`config.mk`:
```
export PLATFORM = sky130hd
export DESIGN_NAME = datagram_record_deframer_flat
export DESIGN_NICKNAME = d
export VERILOG_FILES = /design/src/rtl/core/dgr_pkg.sv /design/src/rtl/core/dgr_if.sv /design/src/rtl/core/dgr_parser.sv /design/src/rtl/core/dgr_out_skid.sv /design/src/rtl/core/datagram_record_deframer.sv /design/src/flat_wrapper.sv
export VERILOG_INCLUDE_DIRS = /design/src /design/src/rtl/core
export SDC_FILE = /design/constraint.sdc
export NUM_CORES = 1
export LEC_CHECK = 0
export ABC_AREA = 1
export BUFFER_PORTS_ARGS = -buffer_cell sky130_fd_sc_hd__clkbuf_2
export CAP_MARGIN = 15
export CORE_ASPECT_RATIO = 1.4
export CORE_UTILIZATION = 55
export DETAILED_ROUTE_END_ITERATION = 10
export HOLD_SLACK_MARGIN = 0.02
export PLACE_DENSITY = 0.75
export SETUP_SLACK_MARGIN = 0.4
export SLEW_MARGIN = 0
export SYNTH_ARGS = -nofsm -noshare
export SYNTH_HDL_FRONTEND = slang
export SYNTH_SLANG_ARGS = --single-unit
```
`constraint.sdc`:
```
create_clock -name clock -period 7.9 [get_ports clock]
set_clock_uncertainty 0.15 [all_clocks]
set_input_delay 0.395 -clock clock [delete_from_list [all_inputs] [get_ports clock]]
set_output_delay 0.395 -clock clock [all_outputs]
set_load 0.01 [all_outputs]
```
`src/rtl/core/datagram_record_deframer_assert.svh`:
```
// ----------------------------------------------------------------------------
// Datagram record deframer assertion macros
// Concurrent assertion wrappers on clock and reset; empty when SYNTH is set.
// ----------------------------------------------------------------------------
`ifndef DATAGRAM_RECORD_DEFRAMER_ASSERT_SVH
`define DATAGRAM_RECORD_DEFRAMER_ASSERT_SVH

`ifndef SYNTH
// same-cycle implication
`define DGR_ASSERT_IMP(lbl, ante, cons) \
   lbl: assert property (@(posedge clock) disable iff (reset) (ante) |-> (cons)) \
      else $error("deframer assertion failed");
// next-cycle implication
`define DGR_ASSERT_NXT(lbl, ante, cons) \
   lbl: assert property (@(posedge clock) disable iff (reset) (ante) |=> (cons)) \
      else $error("deframer assertion failed");
`else
`define DGR_ASSERT_IMP(lbl, ante, cons)
`define DGR_ASSERT_NXT(lbl, ante, cons)
`endif

`endif

```
`src/rtl/core/dgr_pkg.sv`:
```
// ----------------------------------------------------------------------------
// Datagram record deframer package
// Shared constants, result codes, parser phase and payload types.
// ----------------------------------------------------------------------------
package dgr_pkg;

   localparam int HEADER_BYTES = 4;
   localparam int HDR_POS_W    = $clog2(HEADER_BYTES);

   localparam logic [7:0] MAX_PAYLOAD_RESET = 8'd64;

   // result kinds
   localparam logic [1:0] KIND_BYTE    = 2'd0;
   localparam logic [1:0] KIND_LAST    = 2'd1;
   localparam logic [1:0] KIND_DISCARD = 2'd2;

   typedef enum logic [1:0] {
      PH_HEADER  = 2'd0,
      PH_PAYLOAD = 2'd1,
      PH_SKIP    = 2'd2
   } phase_type;

   typedef struct packed {
      logic [1:0] kind;
      logic [7:0] rec_type;
      logic [7:0] rec_length;
      logic [7:0] byte_index;
      logic [7:0] payload_byte;
   } rsp_payload_type;

   typedef struct packed {
      phase_type              phase;
      logic [HDR_POS_W-1:0]   hdr_pos;
      logic [7:0]             rec_len;
      logic [7:0]             pay_pos;
   } parse_status_type;

endpackage

```
`src/rtl/core/dgr_if.sv`:
```
// ----------------------------------------------------------------------------
// Datagram record deframer channel interfaces
// Valid/ready channels for inbound bytes and outbound results.
// ----------------------------------------------------------------------------
interface dgr_req_if;
   logic       valid;
   logic       ready;
   logic [7:0] data_byte;
   logic       last_of_datagram;

   modport source (output valid, output data_byte, output last_of_datagram, input ready);
   modport sink   (input valid, input data_byte, input last_of_datagram, output ready);
endinterface

interface dgr_rsp_if;
   logic       valid;
   logic       ready;
   logic [1:0] kind;
   logic [7:0] rec_type;
   logic [7:0] rec_length;
   logic [7:0] byte_index;
   logic [7:0] payload_byte;

   modport source (output valid, output kind, output rec_type, output rec_length,
                   output byte_index, output payload_byte, input ready);
   modport sink   (input valid, input kind, input rec_type, input rec_length,
                   input byte_index, input payload_byte, output ready);
endinterface

```
`src/rtl/core/dgr_parser.sv`:
```
// ----------------------------------------------------------------------------
// Datagram record parser
// Per-byte header/payload/skip state machine and the payload size register.
// ----------------------------------------------------------------------------
module dgr_parser
   import dgr_pkg::*;
(
   input  logic             clock,
   input  logic             reset,
   input  logic             csr_wr_en,
   input  logic [7:0]       csr_wr_data,
   input  logic             in_accept,
   input  logic [7:0]       in_byte,
   input  logic             in_last,
   output logic             res_valid,
   output rsp_payload_type  res,
   output parse_status_type status
);

   logic [7:0]           max_ff;
   phase_type            phase_ff, phase_in;
   logic [HDR_POS_W-1:0] hdr_ff, hdr_in;
   logic [7:0]           type_ff, type_in;
   logic [7:0]           len_ff, len_in;
   logic [7:0]           pos_ff, pos_in;
   logic [8:0]           pos_inc;
   logic [HDR_POS_W:0]   hdr_inc;

   // payload size register
   always_ff @(posedge clock) begin
      if (reset) begin
         max_ff <= MAX_PAYLOAD_RESET;
      end else if (csr_wr_en) begin
         max_ff <= csr_wr_data;
      end
   end

   assign pos_inc = {1'b0, pos_ff} + 9'd1;
   assign hdr_inc = {1'b0, hdr_ff} + (HDR_POS_W+1)'(1);

   // next state and result for one byte
   always_comb begin
      phase_in  = phase_ff;
      hdr_in    = hdr_ff;
      type_in   = type_ff;
      len_in    = len_ff;
      pos_in    = pos_ff;
      res_valid = 1'b0;
      res.kind         = KIND_BYTE;
      res.rec_type     = type_ff;
      res.rec_length   = len_ff;
      res.byte_index   = pos_ff;
      res.payload_byte = in_byte;

      unique case (phase_ff)
         PH_PAYLOAD: begin
            res_valid = 1'b1;
            if (pos_inc >= {1'b0, len_ff}) begin
               res.kind = KIND_LAST;
               phase_in = PH_HEADER;
               pos_in   = '0;
            end else if (in_last) begin
               res.kind         = KIND_DISCARD;
               res.payload_byte = '0;
            end else begin
               pos_in = pos_inc[7:0];
            end
         end
         PH_SKIP: begin
            pos_in = pos_inc[7:0];
            if (pos_inc >= {1'b0, len_ff}) begin
               phase_in = PH_HEADER;
               pos_in   = '0;
            end
         end
         default: begin
            // capture type and length bytes, drop sequence bytes
            if (hdr_ff == HDR_POS_W'(0)) begin
               type_in = in_byte;
            end
            if (hdr_ff == HDR_POS_W'(1)) begin
               len_in = in_byte;
            end
            if (hdr_inc >= (HDR_POS_W+1)'(HEADER_BYTES)) begin
               hdr_in = '0;
               pos_in = '0;
               if (len_in == 8'd0) begin
                  phase_in = PH_HEADER;
               end else if (len_in <= max_ff) begin
                  phase_in = PH_PAYLOAD;
                  if (in_last) begin
                     res_valid        = 1'b1;
                     res.kind         = KIND_DISCARD;
                     res.rec_type     = type_in;
                     res.rec_length   = len_in;
                     res.byte_index   = '0;
                     res.payload_byte = '0;
                  end
               end else begin
                  phase_in = PH_SKIP;
               end
            end else begin
               phase_in = PH_HEADER;
               hdr_in   = hdr_inc[HDR_POS_W-1:0];
            end
         end
      endcase

      // end of datagram: restart the parser
      if (in_last) begin
         phase_in = PH_HEADER;
         hdr_in   = '0;
         type_in  = '0;
         len_in   = '0;
         pos_in   = '0;
      end
   end

   // advance parser state on each transfer
   always_ff @(posedge clock) begin
      if (reset) begin
         phase_ff <= PH_HEADER;
         hdr_ff   <= '0;
         type_ff  <= '0;
         len_ff   <= '0;
         pos_ff   <= '0;
      end else if (in_accept) begin
         phase_ff <= phase_in;
         hdr_ff   <= hdr_in;
         type_ff  <= type_in;
         len_ff   <= len_in;
         pos_ff   <= pos_in;
      end
   end

   assign status.phase   = phase_ff;
   assign status.hdr_pos = hdr_ff;
   assign status.rec_len = len_ff;
   assign status.pay_pos = pos_ff;

endmodule

```
`src/rtl/core/dgr_out_skid.sv`:
```
// ----------------------------------------------------------------------------
// Deframer result skid stage
// Result register plus one spare entry so the input side never waits on
// the receiver combinationally.
// ----------------------------------------------------------------------------
module dgr_out_skid
   import dgr_pkg::*;
(
   input  logic            clock,
   input  logic            reset,
   input  logic            push_valid,
   input  rsp_payload_type push_data,
   output logic            push_ready,
   output logic            pop_valid,
   input  logic            pop_ready,
   output rsp_payload_type pop_data
);

   logic            main_vld_ff;
   logic            skid_vld_ff;
   rsp_payload_type main_ff;
   rsp_payload_type skid_ff;
   logic            pop;

   assign pop        = main_vld_ff & pop_ready;
   assign push_ready = ~skid_vld_ff;
   assign pop_valid  = main_vld_ff;
   assign pop_data   = main_ff;

   // valid flags
   always_ff @(posedge clock) begin
      if (reset) begin
         main_vld_ff <= 1'b0;
         skid_vld_ff <= 1'b0;
      end else if (skid_vld_ff) begin
         if (pop) begin
            skid_vld_ff <= 1'b0;
         end
      end else if (push_valid) begin
         if (main_vld_ff && !pop) begin
            skid_vld_ff <= 1'b1;
         end else begin
            main_vld_ff <= 1'b1;
         end
      end else if (pop) begin
         main_vld_ff <= 1'b0;
      end
   end

   // data registers
   always_ff @(posedge clock) begin
      if (skid_vld_ff) begin
         if (pop) begin
            main_ff <= skid_ff;
         end
      end else if (push_valid) begin
         if (main_vld_ff && !pop) begin
            skid_ff <= push_data;
         end else begin
            main_ff <= push_data;
         end
      end
   end

endmodule

```
`src/rtl/core/datagram_record_deframer.sv`:
```
// ----------------------------------------------------------------------------
// Datagram record deframer
// Splits byte-wide datagrams into records and forwards their payload bytes.
// ----------------------------------------------------------------------------
// Usage:
//   req_chan carries one datagram byte per transfer, last_of_datagram set on
//   the final byte. rsp_chan carries at most one result per input byte:
//   a payload byte, a payload byte completing its record, or a discard for a
//   record cut off by the datagram end. Header bytes, keepalives and
//   oversize records give no result.
//   csr_wr_en/csr_wr_data set the largest forwarded payload length; write
//   it only while the block is idle.
//   Throughput: one byte per cycle while req_chan.ready is high; the parser
//   updates combinationally and each result is registered in the output stage.
//   Reset puts the parser in its header phase and the limit back to 64.
//   When the receiver stalls, results collect in a two-entry output stage;
//   req_chan.ready drops once both entries are full and rises again in the
//   cycle after the receiver takes a result.
// ----------------------------------------------------------------------------
`include "datagram_record_deframer_assert.svh"

module datagram_record_deframer
   import dgr_pkg::*;
(
   input  logic       clock,
   input  logic       reset,
   input  logic       csr_wr_en,
   input  logic [7:0] csr_wr_data,
   dgr_req_if.sink    req_chan,
   dgr_rsp_if.source  rsp_chan
);

   logic             req_accept;
   logic             res_valid;
   rsp_payload_type  res;
   rsp_payload_type  rsp_data;
   parse_status_type status;
   logic             push_ready;

   assign req_chan.ready = push_ready;
   assign req_accept     = req_chan.valid & push_ready;

   // parse one byte per transfer
   dgr_parser u_parser (
      .clock       (clock),
      .reset       (reset),
      .csr_wr_en   (csr_wr_en),
      .csr_wr_data (csr_wr_data),
      .in_accept   (req_accept),
      .in_byte     (req_chan.data_byte),
      .in_last     (req_chan.last_of_datagram),
      .res_valid   (res_valid),
      .res         (res),
      .status      (status)
   );

   // hold results for the receiver
   dgr_out_skid u_out_skid (
      .clock      (clock),
      .reset      (reset),
      .push_valid (req_accept & res_valid),
      .push_data  (res),
      .push_ready (push_ready),
      .pop_valid  (rsp_chan.valid),
      .pop_ready  (rsp_chan.ready),
      .pop_data   (rsp_data)
   );

   assign rsp_chan.kind         = rsp_data.kind;
   assign rsp_chan.rec_type     = rsp_data.rec_type;
   assign rsp_chan.rec_length   = rsp_data.rec_length;
   assign rsp_chan.byte_index   = rsp_data.byte_index;
   assign rsp_chan.payload_byte = rsp_data.payload_byte;

   // checks
   `DGR_ASSERT_NXT(a_last_restarts, req_accept && req_chan.last_of_datagram,
      status.phase == PH_HEADER && status.hdr_pos == '0 && status.pay_pos == '0)
   `DGR_ASSERT_IMP(a_stall_only_when_full, !req_chan.ready, rsp_chan.valid)
   `DGR_ASSERT_IMP(a_payload_pos_in_record, status.phase == PH_PAYLOAD,
      status.pay_pos < status.rec_len)
   `DGR_ASSERT_IMP(a_discard_zero_byte, rsp_chan.valid && rsp_chan.kind == KIND_DISCARD,
      rsp_chan.payload_byte == 8'd0)

endmodule
```
`src/flat_wrapper.sv`:
```
// flat-port wrapper written by rule: the top's interface ports become plain ports
module datagram_record_deframer_flat import dgr_pkg::*;
  (clock, reset, csr_wr_en, csr_wr_data, req_chan_valid, req_chan_data_byte, req_chan_last_of_datagram, req_chan_ready, rsp_chan_valid, rsp_chan_kind, rsp_chan_rec_type, rsp_chan_rec_length, rsp_chan_byte_index, rsp_chan_payload_byte, rsp_chan_ready);
  dgr_req_if req_chan_i ();
  dgr_rsp_if rsp_chan_i ();
  input  logic clock;
  input  logic reset;
  input  logic csr_wr_en;
  input  logic [7:0] csr_wr_data;
  input wire logic [$bits(req_chan_i.valid)-1:0] req_chan_valid;
  input wire logic [$bits(req_chan_i.data_byte)-1:0] req_chan_data_byte;
  input wire logic [$bits(req_chan_i.last_of_datagram)-1:0] req_chan_last_of_datagram;
  output wire logic [$bits(req_chan_i.ready)-1:0] req_chan_ready;
  output wire logic [$bits(rsp_chan_i.valid)-1:0] rsp_chan_valid;
  output wire logic [$bits(rsp_chan_i.kind)-1:0] rsp_chan_kind;
  output wire logic [$bits(rsp_chan_i.rec_type)-1:0] rsp_chan_rec_type;
  output wire logic [$bits(rsp_chan_i.rec_length)-1:0] rsp_chan_rec_length;
  output wire logic [$bits(rsp_chan_i.byte_index)-1:0] rsp_chan_byte_index;
  output wire logic [$bits(rsp_chan_i.payload_byte)-1:0] rsp_chan_payload_byte;
  input wire logic [$bits(rsp_chan_i.ready)-1:0] rsp_chan_ready;
  assign req_chan_i.valid = req_chan_valid;
  assign req_chan_i.data_byte = req_chan_data_byte;
  assign req_chan_i.last_of_datagram = req_chan_last_of_datagram;
  assign req_chan_ready = req_chan_i.ready;
  assign rsp_chan_valid = rsp_chan_i.valid;
  assign rsp_chan_kind = rsp_chan_i.kind;
  assign rsp_chan_rec_type = rsp_chan_i.rec_type;
  assign rsp_chan_rec_length = rsp_chan_i.rec_length;
  assign rsp_chan_byte_index = rsp_chan_i.byte_index;
  assign rsp_chan_payload_byte = rsp_chan_i.payload_byte;
  assign rsp_chan_i.ready = rsp_chan_ready;
  datagram_record_deframer u_core (.clock(clock), .reset(reset), .csr_wr_en(csr_wr_en), .csr_wr_data(csr_wr_data), .req_chan(req_chan_i), .rsp_chan(rsp_chan_i));
endmodule
```
# Word-level counts from Yosys, hierarchy flattened
# Index checks and enable logic that the tools add are counted.
# word_totals
elab_cells	96
ff_bits	106
input_bits	22
output_inout_bits	36
# classes
eq_ne	8
n_addsub	2
n_reduce_logical	14
n_lt_le_gt_ge	3
muxes	47
bitwise_logic	4
# op_table
cell	n
$mux W34	8
$mux W8	13
$mux W24	1
$mux W2	11
$pmux W8 S2	1
$mux W1	11
$add A8 B1 Y9 const B	1
$ge A9 B8 Y1	1
$reduce_and A3 Y1	3
$le A8 B8 Y1	1
$logic_not A8 Y1	1
$reduce_and A2 Y1	3
$eq A2 B1 Y1 const B	2
$ne A2 B1 Y1 const B	2
$ne A2 B2 Y1 const B	2
$pmux W2 S2	1
$reduce_bool A2 Y1	2
$add A2 B1 Y3 const B	1
$and A1 B1 Y1	3
$ge A3 B3 Y1 const B	1
$ne A3 B1 Y1 const B	1
$reduce_bool A3 Y1	1
$eq A2 B2 Y1 const B	1
$logic_not A2 Y1	1
other kinds (5)	5

# Logic depth before layout (Yosys ltp)
# logic_depth
depth_word	11
depth_mapped	19
mapped_depth_nobuf	17

# Modules after synthesis
# A second synthesis with hierarchy kept.
# hier_totals
cells_unflattened	609
area_unflattened_um2	5187.5
# by_module_without_submodules
mod	instances	area_each_um2	cells_each	seq_area_each_um2
dgr_out_skid	1	2613.8	198	2082.0
dgr_parser	1	2556.2	407	720.7
datagram_record_deframer	1	17.5	4	0.0

# Least setup slack after synthesis
# Ideal clock, no wire load.
# synth_path
path_type	flip-flop to flip-flop
startpoint	register u_core.u_parser.hdr_ff[1]
endpoint	register u_core.u_out_skid.main_ff, in the netlist u_core.u_out_skid.pop_data[0], enable pin
slack_ns	3.589
period_less_slack_ns	4.311
setup_ns	0.437
path_buffers	1
t_arrival_ns	3.725
stages_incl_launch_ff	16
required_ns	7.313
path_cell_list	dfxtp_1 inv_1 ha_1 buf_6 nand2_1 o21ai_0 ha_1 a21oi_1 nor2_1 nor3_1 nand2_1 nand2_1 nand3_4 nand2_1 nand2_1 a21oi_1
# synth_via
elab_chain_cells	11
elab_cells_between_ends	14
classes_between	add/sub (1); order compare (2); eq/ne (1); mux (6); bitwise (1); reduce/logical (3)
# synth_rtl
item	line	source
from (decl)	dgr_parser.sv:22	logic [HDR_POS_W-1:0] hdr_ff, hdr_in;
from (signal assigned)	dgr_parser.sv:129	hdr_ff <= hdr_in;
$eq A2 B1 Y1	dgr_parser.sv:81	if (hdr_ff == HDR_POS_W'(1)) begin
$mux W8	dgr_parser.sv:81	
$mux W8	dgr_parser.sv:55	unique case (phase_ff)
$le A8 B8 Y1	dgr_parser.sv:89	end else if (len_in <= max_ff) begin
$mux W1	dgr_parser.sv:89	
$mux W1	dgr_parser.sv:87	if (len_in == 8'd0) begin
$mux W1 *	dgr_parser.sv:84	if (hdr_inc >= (HDR_POS_W+1)'(HEADER_BYTES)) begin
$pmux W1 S2 *	dgr_parser.sv:55	
$and A1 B1 Y1 *	datagram_record_deframer.sv:61	.push_valid (req_accept & res_valid),
$reduce_bool A2 Y1 (no source line) *	-	
$reduce_and A3 Y1 (no source line) *	-	
to (signal assigned)	dgr_out_skid.sv:54	main_ff <= skid_ff;
to (signal assigned)	dgr_out_skid.sv:60	main_ff <= push_data;
to (decl)	dgr_out_skid.sv:21	rsp_payload_type main_ff;
# Every way passes the cells marked *; elsewhere a longest branch is shown, timed or not. The select of a mux whose other input is x is not followed.
# A chain may end at the register's enable or synchronous reset.

# Worst setup path after layout
# layout_path
startpoint	register u_core.u_parser.hdr_ff[0]
endpoint	register u_core.u_out_skid.main_ff, in the netlist u_core.u_out_skid.pop_data[27], enable pin
# Same word-level chain as after synthesis.

==> flow_metrics.py <==
metrics = {
    "setup_path": {
        "worstSetupPathType": "reg -> reg",
        "path_max_fanout": 34,
        "cp.required_ns": 7.72,
        "cp-start-kind": "flop",
        "cp-end-kind": "flop",
        "arrival_ns": 3.80,
    },
    "clock_network": {
        "cts_sinks": 106,
        "cts_tree": "built",
        "cts_buffers": 9,
        "root_buffer": "clkbuf_16",
        "htreeDepth": 3,
        "insertion_delay_ns": 0.34,
        "post_cts_buffers": 0,
        "hold_buffers": 0,
        "cts_resized": 0,
        "clockBufferDepth": 2,
        "cts.clk_slew.worst_paths_ns": 0.07,
    },
    "global_routing": {
        "grt_max_degree": 37,
        "busiest_layer": "met2",
        "grt_pass1_vias": 3890,
        "grt_use_met2": 0.369,
        "met3_usage": 0.0265,
        "grt-ovfl-total": 0,
        "grt_pass1_wl_um": 18200,
        "grt_usage": 0.230,
        "use_met1": 0.310,
        "antenna_found_initial": 0,
    },
    "floorplanning": {
        "io_pins": 58,
        "die_area_um2": 10100,
        "rows": 42,
        "die_x_um": 85.4,
        "coreArea_um2": 9460,
        "die_y_um": 119,
        "start_util": 0.566,
    },
    "routing": {
        "wl_per_cell_um": 13.7,
        "drtPass1Iterations": 5,
        "ant_nets": 0,
        "drcViolationCount": 0,
        "num_vias": 4181,
        "routed_wl_um": 11000,
        "vias_per_cell": 5.19,
        "first_iter_violations": 290,
    },
    "sta": {
        "fin_crit_sh": 0.505,
        "rsz0062_at_grt": "no",
        "worstMarginPinSlew_ns": 0.967,
        "final-setup-viol-count": 0,
        "tns_ns": 0,
        "max_freq_mhz": 251,
        "finalCriticalPeriod_ns": 3.99,
        "hold_viol": 0,
        "relSlewSlack": 0.354,
        "slew_violations": 0,
        "hold_ws_ns": 0.122,
    },
    "outcome": {
        "status": "completed",
    },
    "synth": {
        "synth-seq-cells": 106,
        "yosys_warnings": 0,
        "syn-cell-area_um2": 5360,
        "yosys-top-cells-area": "edfxtp_1 38%, nand2_1 14%, dfxtp_1 14%",
        "synth_cell_types": 28,
        "ys_seq_area_frac": 0.523,
        "syn_area_per_cell_um2": 8.35,
        "synthCells": 642,
        "synth_nets": 686,
        "netlist.area_leader.share": 0.381,
        "synth_top_cell_by_area": "edfxtp_1",
    },
    "flow_run": {
        "cap_violations": 0,
    },
    "layout": {
        "final_common_cell": "nand2_1",
        "areaGrowthSynthToFinish_pct": 11.8,
        "antenna_cells": 0,
        "fin_util": 0.633,
        "final_cells": 805,
        "final_area_um2": 5990,
        "n_fill_cell": 806,
        "drive_gt1_frac": 0.131,
        "mostFrequentLayoutCells": "203 x nand2_1, 72 x inv_1, 68 x edfxtp_1, 57 x clkbuf_2, 49 x nor2_1",
        "num-nets-final": 734,
    },
    "placed_design": {
        "routabilityCongestion": 0.851,
        "placed_cell_area_um2": 5700,
        "placedCellCount": 789,
        "place_hpwl_um": 8260,
        "portBuffers": 57,
    },
    "worst_hold_path": {
        "hold_path_class": "in -> reg",
    },
    "pwr": {
        "leakage_nw": 2.66,
        "power_density_nw_per_um2": 190,
        "ir_drop_uv": 111,
    },
}
[stage by stage]
step / setup WS, ns / power (W)
finish: 3.91 / 0.00114
global route: 3.60 / 0.00118
floorplan: 3.59 / 0.000683
detailed placement: 3.96 / 0.000710
global placement: 4.11 / 0.000706
CTS: 3.93 / 0.00114
[cell type report]
cell class	instances	area, um^2	area share
well taps	110	138	0.0230
multi-input cells	440	2180	0.363
inverters	73	274	0.0457
clock inverters	7	65.1	0.0109
repair buffers	60	308	0.0514
flip-flops and latches	106	2800	0.468
clock buffers	9	225	0.0376
[cells by family (layout without fill, tap and decap cells)]
logic type               count (synthesis)  in the layout  synth area share
AO/OA/AOI/OAI                           76             76            0.0738
XOR/XNOR                                 4              4           0.00654
adder cells (fa/ha/maj)                 22             22            0.0514
buffers and inverters                   96            149            0.0731
flip-flops                             106            106             0.523
AND/OR/NAND/NOR                        338            338             0.272
[where the power goes]
group | internal [W] | switching (W) | leakage (nW)
Clock | 0.000245 | 0.000195 | 0.145
Sequential | 0.000595 | 0.00000416 | 0.939
Combinational | 0.0000326 | 0.0000664 | 1.57
Total | 0.000873 | 0.000266 | 2.66
[registers in the layout, indices dropped and copies added, names as in the netlist]
name / cells
u_core.u_parser.phase_ff: 2
u_core.u_parser.max_ff: 8
u_core.u_out_skid.skid_vld_ff: 1
u_core.u_out_skid.pop_data: 34
u_core.u_out_skid.pop_valid: 1
u_core.u_out_skid.skid_ff: 34
u_core.u_parser.type_ff: 8
u_core.u_parser.pos_ff: 8
u_core.u_parser.len_ff: 8
u_core.u_parser.hdr_ff: 2
[Yosys cell counts]
cell type / n
nand2_1: 203
nand3_1: 35
buf_6: 4
nor2_2: 10
o21a_1: 2
a21oi_1: 38
buf_2: 1
nand3b_1: 1
nand4_1: 9
inv_1: 72
and2_1: 24
clkbuf_1: 14
nor2_4: 2
nand3_4: 1
nand2_2: 1
edfxtp_1: 68
buf_1: 4
a21o_1: 2
o21ai_1: 2
dfxtp_1: 38
a22oi_1: 1
nor3_1: 2
xor2_1: 4
nor2_1: 50
ha_1: 22
a211oi_1: 1
inv_2: 1
o21ai_0: 30
[final timing paths]
path,cells past startpoint,from,endpoint,slack (ns)
setup reg to reg,12,u_core.u_parser.hdr_ff[0]$_SDFFE_PP0P_,u_core.u_out_skid.pop_data[27]$_DFFE_PP_,3.91
hold / removal,3,csr_wr_data[6],u_core.u_parser.max_ff[6]$_SDFFE_PP1P_,0.12
setup / recovery,12,u_core.u_parser.hdr_ff[0]$_SDFFE_PP0P_,u_core.u_out_skid.pop_data[27]$_DFFE_PP_,3.91
hold reg to reg,2,u_core.u_parser.len_ff[5]$_SDFFE_PP0P_,u_core.u_parser.len_ff[5]$_SDFFE_PP0P_,0.32
[layer usage]
metal	up-vias	routed length, um
li1	2156	-
met1	1869	5000
met2	133	5270
met3	23	442
met4	0	300
met5	-	0
[worst max-delay path, cell delays in order, from the launching register on]
cell	delay [ns]
dfxtp_1	0.40
ha_1	0.50
o21ai_0	0.29
ha_1	0.38
a21oi_1	0.16
nor2_1	0.05
nor3_1	0.15
nand2_1	0.07
nand2_1	0.14
nand3_4	0.21
nand2_1	0.13
nand2_1	0.15
a21oi_4	0.80
No activity file was read; power rests on OpenSTA's default activity.
